<file path="config.mk">
export PLATFORM = sky130hd
export DESIGN_NAME = proximity_pass_counter
export DESIGN_NICKNAME = d
export VERILOG_FILES = /design/src/hdl/ppc_pkg.sv /design/src/hdl/proximity_pass_counter.sv
export SDC_FILE = /design/constraint.sdc
export NUM_CORES = 1
export LEC_CHECK = 0
export BUFFER_PORTS_ARGS = -buffer_cell sky130_fd_sc_hd__clkbuf_2
export CORE_AREA = 4 4 167 250
export DETAILED_ROUTE_END_ITERATION = 8
export DIE_AREA = 0 0 171 254
export PLACE_DENSITY = 0.78
export SYNTH_ARGS = -nofsm -noshare
export SYNTH_HDL_FRONTEND = slang
export SYNTH_SLANG_ARGS = --single-unit
</file>
<file path="constraint.sdc">
create_clock -name clk -period 11.7 [get_ports clk]
set_input_delay 2.34 -clock clk [delete_from_list [all_inputs] [get_ports clk]]
set_output_delay 2.34 -clock clk [all_outputs]
set_load 0.05 [all_outputs]
</file>
<file path="src/hdl/ppc_pkg.sv">
// Package for the proximity pass counter: beat structs, phase and register codes,
// register reset values and the constants of the baseline divide.
// Used by every file in hdl; depends on nothing.
package ppc_pkg;

	localparam int DIST_W      = 14;
	localparam int MARGIN_W    = 8;
	localparam int QUIET_W     = 4;
	localparam int PCT_W       = 7;
	localparam int DUTY_W      = 10;
	localparam int HITS_W      = 16;
	localparam int MODE_W      = 2;
	localparam int CFG_IDX_W   = 3;
	localparam int CFG_DATA_W  = 10;

	localparam int CAL_SAMPLES = 5;
	localparam int CAL_CNT_W   = 3;
	localparam int CAL_SUM_W   = 17;
	localparam int CAL_SHIFT   = CAL_SUM_W + CAL_CNT_W;
	localparam int CAL_RECIP_W = CAL_SHIFT + 1;
	localparam int CAL_PROD_W  = CAL_SUM_W + CAL_RECIP_W;
	localparam logic [CAL_RECIP_W-1:0] CAL_RECIP =
		CAL_RECIP_W'(((64'd1 << CAL_SHIFT) + 64'(CAL_SAMPLES) - 64'd1) / 64'(CAL_SAMPLES));

	localparam logic [MARGIN_W-1:0] NEAR_MARGIN_RST   = 8'd4;
	localparam logic [MARGIN_W-1:0] DEEP_MARGIN_RST   = 8'd10;
	localparam logic [QUIET_W-1:0]  QUIET_SAMPLES_RST = 4'd5;
	localparam logic [PCT_W-1:0]    HIGH_SHARE_RST    = 7'd50;
	localparam logic [DUTY_W-1:0]   DUTY_NEAR_RST     = 10'd200;
	localparam logic [DUTY_W-1:0]   DUTY_MID_RST      = 10'd50;
	localparam logic [DUTY_W-1:0]   DUTY_DEEP_RST     = 10'd400;

	typedef enum logic [MODE_W-1:0] {
		PH_CAL   = 2'd0,
		PH_IDLE  = 2'd1,
		PH_TRACK = 2'd2
	} phase_t;

	typedef enum logic [CFG_IDX_W-1:0] {
		REG_NEAR_MARGIN   = 3'd0,
		REG_DEEP_MARGIN   = 3'd1,
		REG_QUIET_SAMPLES = 3'd2,
		REG_HIGH_SHARE    = 3'd3,
		REG_DUTY_NEAR     = 3'd4,
		REG_DUTY_MID      = 3'd5,
		REG_DUTY_DEEP     = 3'd6
	} cfg_reg_t;

	typedef struct packed {
		logic [DIST_W-1:0] distance_mm;
		logic              recalibrate;
	} in_beat_t;

	typedef struct packed {
		logic              pass_detected;
		logic [DUTY_W-1:0] duty_level;
		logic [MODE_W-1:0] mode;
		logic [DIST_W-1:0] baseline_mm;
	} out_beat_t;

endpackage

</file>
<file path="src/hdl/proximity_pass_counter.sv">
// Proximity pass counter top level: input stage, baseline calibration, pass tracking
// and result register. Depends on ppc_pkg.
//
// channel | direction | handshake             | payload
// in      | in        | in_valid / in_stall   | in_data  (ppc_pkg::in_beat_t)
// out     | out       | out_valid / out_stall | out_data (ppc_pkg::out_beat_t)
// cfg     | in        | cfg_we                | cfg_index, cfg_data
//
// One beat per cycle sustained while the result side does not stall; each sample passes
// through the input register and the update logic into the result register.
// Reset puts the block in calibration with registers at their default values.
// A stalled result holds; the input stage keeps accepting until it is full behind it.
module proximity_pass_counter (
	input  logic                             clk,
	input  logic                             arst_n,
	input  logic                             in_valid,
	output logic                             in_stall,
	input  ppc_pkg::in_beat_t                in_data,
	output logic                             out_valid,
	input  logic                             out_stall,
	output ppc_pkg::out_beat_t               out_data,
	input  logic                             cfg_we,
	input  logic [ppc_pkg::CFG_IDX_W-1:0]    cfg_index,
	input  logic [ppc_pkg::CFG_DATA_W-1:0]   cfg_data
);
	import ppc_pkg::*;

	logic [MARGIN_W-1:0] near_margin_q, deep_margin_q;
	logic [QUIET_W-1:0]  quiet_samples_q;
	logic [PCT_W-1:0]    high_share_q;
	logic [DUTY_W-1:0]   duty_near_q, duty_mid_q, duty_deep_q;

	logic                 valid_s1;
	in_beat_t             beat_s1;
	logic                 out_valid_q;
	out_beat_t            out_q;
	logic                 advance;

	phase_t               phase_q, phase_nx;
	logic [CAL_SUM_W-1:0] cal_sum_q, cal_sum_nx, cal_sum_add;
	logic [CAL_CNT_W-1:0] cal_taken_q, cal_taken_nx, cal_taken_inc;
	logic [DIST_W-1:0]    baseline_q, baseline_nx;
	logic [HITS_W-1:0]    near_hits_q, near_hits_nx, near_inc;
	logic [HITS_W-1:0]    mid_hits_q, mid_hits_nx, mid_inc;
	logic [QUIET_W-1:0]   quiet_q, quiet_nx, quiet_dec;
	logic [DUTY_W-1:0]    duty_q, duty_nx;
	logic                 pass_nx;

	logic [DIST_W:0]         near_sum, deep_sum, base_ext;
	logic                    is_near, is_mid, is_deep;
	logic [CAL_PROD_W-1:0]   cal_prod;
	logic [HITS_W-1:0]       trk_near, trk_mid;
	logic [QUIET_W-1:0]      trk_quiet;
	logic signed [HITS_W+1:0] total;
	logic signed [HITS_W+9:0] share_prod;
	logic [HITS_W+7:0]       near_lim;
	logic                    pass_ok;

	assign advance   = valid_s1 && !(out_valid_q && out_stall);
	assign in_stall  = valid_s1 && out_valid_q && out_stall;
	assign out_valid = out_valid_q;
	assign out_data  = out_q;

	always_ff @(posedge clk or negedge arst_n) begin
		if (!arst_n) begin
			near_margin_q   <= NEAR_MARGIN_RST;
			deep_margin_q   <= DEEP_MARGIN_RST;
			quiet_samples_q <= QUIET_SAMPLES_RST;
			high_share_q    <= HIGH_SHARE_RST;
			duty_near_q     <= DUTY_NEAR_RST;
			duty_mid_q      <= DUTY_MID_RST;
			duty_deep_q     <= DUTY_DEEP_RST;
		end else if (cfg_we) begin
			unique case (cfg_reg_t'(cfg_index))
				REG_NEAR_MARGIN:   near_margin_q   <= cfg_data[MARGIN_W-1:0];
				REG_DEEP_MARGIN:   deep_margin_q   <= cfg_data[MARGIN_W-1:0];
				REG_QUIET_SAMPLES: quiet_samples_q <= cfg_data[QUIET_W-1:0];
				REG_HIGH_SHARE:    high_share_q    <= cfg_data[PCT_W-1:0];
				REG_DUTY_NEAR:     duty_near_q     <= cfg_data[DUTY_W-1:0];
				REG_DUTY_MID:      duty_mid_q      <= cfg_data[DUTY_W-1:0];
				REG_DUTY_DEEP:     duty_deep_q     <= cfg_data[DUTY_W-1:0];
				default: ;
			endcase
		end
	end

	always_ff @(posedge clk or negedge arst_n) begin
		if (!arst_n) begin
			valid_s1 <= 1'b0;
		end else if (in_valid && !in_stall) begin
			valid_s1 <= 1'b1;
		end else if (advance) begin
			valid_s1 <= 1'b0;
		end
	end

	always_ff @(posedge clk) begin
		if (in_valid && !in_stall) begin
			beat_s1 <= in_data;
		end
	end

	// level compares without signed subtraction
	always_comb begin
		base_ext = {1'b0, baseline_q};
		near_sum = {1'b0, beat_s1.distance_mm} + (DIST_W+1)'(near_margin_q);
		deep_sum = {1'b0, beat_s1.distance_mm} + (DIST_W+1)'(deep_margin_q);
		is_near  = near_sum <= base_ext;
		is_deep  = deep_sum < base_ext;
		is_mid   = beat_s1.distance_mm <= baseline_q;
	end

	always_comb begin
		cal_sum_add   = cal_sum_q + CAL_SUM_W'(beat_s1.distance_mm);
		cal_taken_inc = cal_taken_q + CAL_CNT_W'(1);
		cal_prod      = CAL_PROD_W'(cal_sum_add) * CAL_PROD_W'(CAL_RECIP);
		near_inc      = (near_hits_q == '1) ? near_hits_q : near_hits_q + HITS_W'(1);
		mid_inc       = (mid_hits_q == '1) ? mid_hits_q : mid_hits_q + HITS_W'(1);
		quiet_dec     = (quiet_q == '0) ? quiet_q : quiet_q - QUIET_W'(1);
	end

	// pass test: near >= floor(total * pct / 100) iff total * pct <= 100 * near + 99
	always_comb begin
		trk_near  = near_hits_q;
		trk_mid   = mid_hits_q;
		trk_quiet = quiet_q;
		if (is_near) begin
			trk_near  = near_inc;
			trk_quiet = quiet_samples_q;
		end else if (is_mid) begin
			trk_mid   = mid_inc;
			trk_quiet = quiet_dec;
		end
		total      = $signed({2'b00, trk_near}) + $signed({2'b00, trk_mid})
		           - $signed({(HITS_W+2-QUIET_W)'(0), quiet_samples_q});
		share_prod = total * $signed({1'b0, high_share_q});
		near_lim   = (HITS_W+8)'(trk_near) * (HITS_W+8)'(100) + (HITS_W+8)'(99);
		pass_ok    = share_prod <= $signed({2'b00, near_lim});
	end

	always_comb begin
		phase_nx     = phase_q;
		cal_sum_nx   = cal_sum_q;
		cal_taken_nx = cal_taken_q;
		baseline_nx  = baseline_q;
		near_hits_nx = near_hits_q;
		mid_hits_nx  = mid_hits_q;
		quiet_nx     = quiet_q;
		duty_nx      = duty_q;
		pass_nx      = 1'b0;
		unique case (phase_q)
			PH_CAL: begin
				if (cal_taken_inc >= CAL_CNT_W'(CAL_SAMPLES)) begin
					baseline_nx  = cal_prod[CAL_SHIFT +: DIST_W];
					cal_sum_nx   = '0;
					cal_taken_nx = '0;
					phase_nx     = PH_IDLE;
				end else begin
					cal_sum_nx   = cal_sum_add;
					cal_taken_nx = cal_taken_inc;
				end
			end
			PH_IDLE: begin
				if (is_near) begin
					near_hits_nx = '0;
					mid_hits_nx  = '0;
					quiet_nx     = quiet_samples_q;
					phase_nx     = PH_TRACK;
				end else if (beat_s1.recalibrate) begin
					cal_sum_nx   = '0;
					cal_taken_nx = '0;
					phase_nx     = PH_CAL;
				end
			end
			PH_TRACK: begin
				near_hits_nx = trk_near;
				mid_hits_nx  = trk_mid;
				quiet_nx     = trk_quiet;
				if (is_near) begin
					duty_nx = duty_near_q;
				end else if (is_mid) begin
					duty_nx = duty_mid_q;
				end
				if (is_deep) begin
					duty_nx = duty_deep_q;
				end
				if (trk_quiet == '0) begin
					if (pass_ok) begin
						pass_nx = 1'b1;
						duty_nx = '0;
					end
					near_hits_nx = '0;
					mid_hits_nx  = '0;
					phase_nx     = PH_IDLE;
				end
			end
			default: phase_nx = PH_CAL;
		endcase
	end

	always_ff @(posedge clk or negedge arst_n) begin
		if (!arst_n) begin
			phase_q     <= PH_CAL;
			cal_sum_q   <= '0;
			cal_taken_q <= '0;
			baseline_q  <= '0;
			near_hits_q <= '0;
			mid_hits_q  <= '0;
			quiet_q     <= '0;
			duty_q      <= '0;
		end else if (advance) begin
			phase_q     <= phase_nx;
			cal_sum_q   <= cal_sum_nx;
			cal_taken_q <= cal_taken_nx;
			baseline_q  <= baseline_nx;
			near_hits_q <= near_hits_nx;
			mid_hits_q  <= mid_hits_nx;
			quiet_q     <= quiet_nx;
			duty_q      <= duty_nx;
		end
	end

	always_ff @(posedge clk or negedge arst_n) begin
		if (!arst_n) begin
			out_valid_q <= 1'b0;
		end else if (advance) begin
			out_valid_q <= 1'b1;
		end else if (!out_stall) begin
			out_valid_q <= 1'b0;
		end
	end

	always_ff @(posedge clk) begin
		if (advance) begin
			out_q.pass_detected <= pass_nx;
			out_q.duty_level    <= duty_nx;
			out_q.mode          <= phase_nx;
			out_q.baseline_mm   <= baseline_nx;
		end
	end

endmodule

</file>
==> out/metrics.cfg <==
[floorplanning]
die_h_um = 254
die_x_um = 171
rows = 89
start_util_pct = 58.62
core_mm2 = 0.03942
ioPinCount = 62
dieArea_mm2 = 0.04343

[worst_setup_path]
critPathCaptureType = flip-flop
critPathSlowestCell = fa_1
cp_common_cell = a21oi_2
cp.buffers_inverters = 6
critPathKind = reg -> reg
ff2ff_path_depth = 56
slowest_delay_ns = 0.55
cp_max_fo = 8
crit_family = adder cells
cp.arrival_ns = 12.40
cp_data_required_time_ns = 11.90
worstSetupStartpointType = flip-flop
cp.depth = 56

[sta]
setup_viol = 21
rsz0062_at_grt = yes
maxSlewViolCount = 0
fin_crit_sh_pct = 104.3
hold_viol = 0
post-route-min-period_ns = 12.20
fin_skew_ns = 0.01578
worst_hold_slack_ns = 0.4986
setup_slack_ns = -0.4976
tightest_slew_ns = 1.184
fmax_mhz = 81.98
relSlewSlack_pct = 20.88

[synth]
ys_top_cells_by_area = ha_1 (20%), fa_1 (17%), dfrtp_1 (13%)
synth_edf_count = 42
synth_nets = 3019
ys_warn_count = 0
seq_area_frac_synth_pct = 20.82
syn_area_mm2 = 0.02311
synth_async_sr_flop_share_pct = 77.05
synth_cell_types = 79
synth_flop_cell = dfrtp_1
synthCells = 2421
synth_top_cell_by_area = ha_1
yosysTopAreaCellShare_pct = 19.65
postSynthAreaPerCell_um2 = 9.546
ys_seq_elements = 183

[drt]
drtIter0Drc = 989
dr.pass1.iters = 5
drc = 0
drt-met1-wl_um = 21830
routed.top_layer = met4
viasPerCell = 5.830
route.met3.wl_um = 1815
finalWirelength_um = 61600
wire_per_inst_um = 19.44
vias = 18470
wl_met2_um = 32840
final_antenna_net_count = 0

[cts]
htree_levels = 4
clock_latency_ns = 0.47
cts_buffers = 17
clkSlewWorstSetupHoldPaths_ns = 0.08
cts_tree = done
cts-root-buf = clkbuf_16
clockBufferDepth = 2
cts_sinks = 183
holdBufCountCts = 0

[layout]
final-seq-area_mm2 = 0.004811
post-route-util_pct = 67.62
fill_cells = 3044
diodes = 0
area_delta_synth_final_pct = 15.34
multi_input_area_mm2 = 0.01723
final_nets = 3254
drive_gt1_share_pct = 18.88

[run]
maxCapViolCount = 0

[global_routing]
gr-total-overflow = 0
grt_max_degree = 76
antenna_found_initial = 0
grt_pass1_vias = 19750
grt_usage_pct = 29.11
grt_pass1_wl_um = 99640

[placed_design]
portBuffers = 61
hpwl_um = 50910
gp_congestion = 0.9939

[min_path]
hold_class = reg -> reg
whs_path_depth = 1

[run_status]
status = finished, violations left
violations = negative setup slack

[repair_timing]
| item | 4_1_cts | 5_1_grt |
|---|---|---|
| setup endpoints to repair | 21 | 21 |
| pin swaps | 40 | 47 |
| cloned | 1 | 0 |
| endpoints found under the hold margin | 0 | 0 |
| gates resized for setup | 59 | 34 |
| buffers inserted | 20 | 7 |
[area by class of cell]
class,instances,area share (%)
flip-flops and latches,183,18.05
clock buffers,17,1.596
multi-input cells,1795,64.63
well taps,500,2.347
clock inverters,15,0.7745
inverters,393,5.534
repair buffers,266,7.074
[sequential cells by signal (all words and copies together) (netlist names), 8 cells and up]
name	flops
baseline_q	14
beat_s1	15
cal_sum_q	17
deep_margin_q	8
duty_deep_q	10
duty_mid_q	10
duty_near_q	10
duty_q	10
mid_hits_q	16
near_hits_q	16
near_margin_q	8
out_data	27
[worst register-to-register path: cells and delay by family, from the launching register on]
kind | cells | cell delay [ns]
xor gates and xnor gates | 3 | 0.42
and+or+nand+nor | 14 | 2.37
muxes | 1 | 0.30
DFF | 1 | 0.40
buffers and inverters | 6 | 0.76
adders and majority gates | 10 | 3.96
AOI/OAI and AO/OA | 22 | 3.72
[path summary, 6_finish.rpt]
| path | start | slack, ns | to |
|---|---|---|---|
| worst max-delay path | beat_s1[2]$_DFFE_PP_ | -0.50 | out_data[17]$_DFFE_PP_ |
| worst min-delay path | quiet_q[1]$_DFFE_PN0P_ | 0.50 | quiet_q[1]$_DFFE_PN0P_ |
| worst max register to register | beat_s1[2]$_DFFE_PP_ | -0.50 | out_data[17]$_DFFE_PP_ |
| worst min register to register | quiet_q[1]$_DFFE_PN0P_ | 0.50 | quiet_q[1]$_DFFE_PN0P_ |
| max in group asynchronous | arst_n | 8.36 | near_hits_q[15]$_DFFE_PN0P_ |
| min in group asynchronous | arst_n | 1.88 | duty_mid_q[9]$_DFFE_PN0P_ |
[synth_stat cells, types with 30 or more instances]
cell type  count
nor2_1       106
xor2_1        43
ha_1         363
fa_1         202
inv_1        393
o21ai_0       87
xnor2_1       98
a21o_1        48
dfrtp_1      124
nand3_1       33
mux2_2        74
edfxtp_1      42
clkbuf_1      45
and2_1       102
nand2_1      150
a211oi_1      33
a21oi_1       94
nor3_1        30
[metrics by stage]
step	instance area [um^2]	setup slack [ns]	instances	setup TNS (ns)
after detailed placement	25350	-0.7376	3108	-13.29
after global routing	26660	-0.9390	3169	-18.43
after floorplan	23280	0.004548	2421	0
after global placement	25350	-0.2807	3108	-4.130
final	26660	-0.4976	3169	-9.196
after CTS	26420	-0.2947	3161	-4.321
[logic make-up after synthesis]
kind of cell	count (synthesis)	synth area share, %
adders and majority gates	565	37.15
and+or+nand+nor	565	12.71
buffers and inverters	443	7.201
AOI/OAI and AO/OA	424	12.05
DFF	183	20.82
xor gates and xnor gates	141	5.344
muxes	100	4.732
[layout by cell type, fill, tap and decap left out, drive strengths merged, types with 10 or more instances in the layout]
cell type / n
inv: 403
ha: 363
buf: 206
fa: 202
nand2: 150
dfrtp: 124
nor2: 106
o21ai: 105
and2: 102
xnor2: 98
a21oi: 94
clkbuf: 77
mux2: 74
a21o: 49
xor2: 43
edfxtp: 42
nand3: 34
a211oi: 34
nor3: 30
nand4: 27
mux2i: 26
o21a: 21
and3: 19
nor2b: 18
a31oi: 17
dfstp: 17
nand2b: 16
o21bai: 15
a22o: 13
nor3b: 13
or3: 12
o31ai: 12
o211ai: 10
[routing by layer]
metal | vias up | track usage [%]
li1 | 8721 | -
met1 | 9065 | 30.58
met2 | 461 | 53.35
met3 | 227 | 3.159
met4 | 0 | 20.66
met5 | - | 0
Power is not shown: default switching activity piles up to over one toggle a cycle in this logic, so the estimate is an artifact.
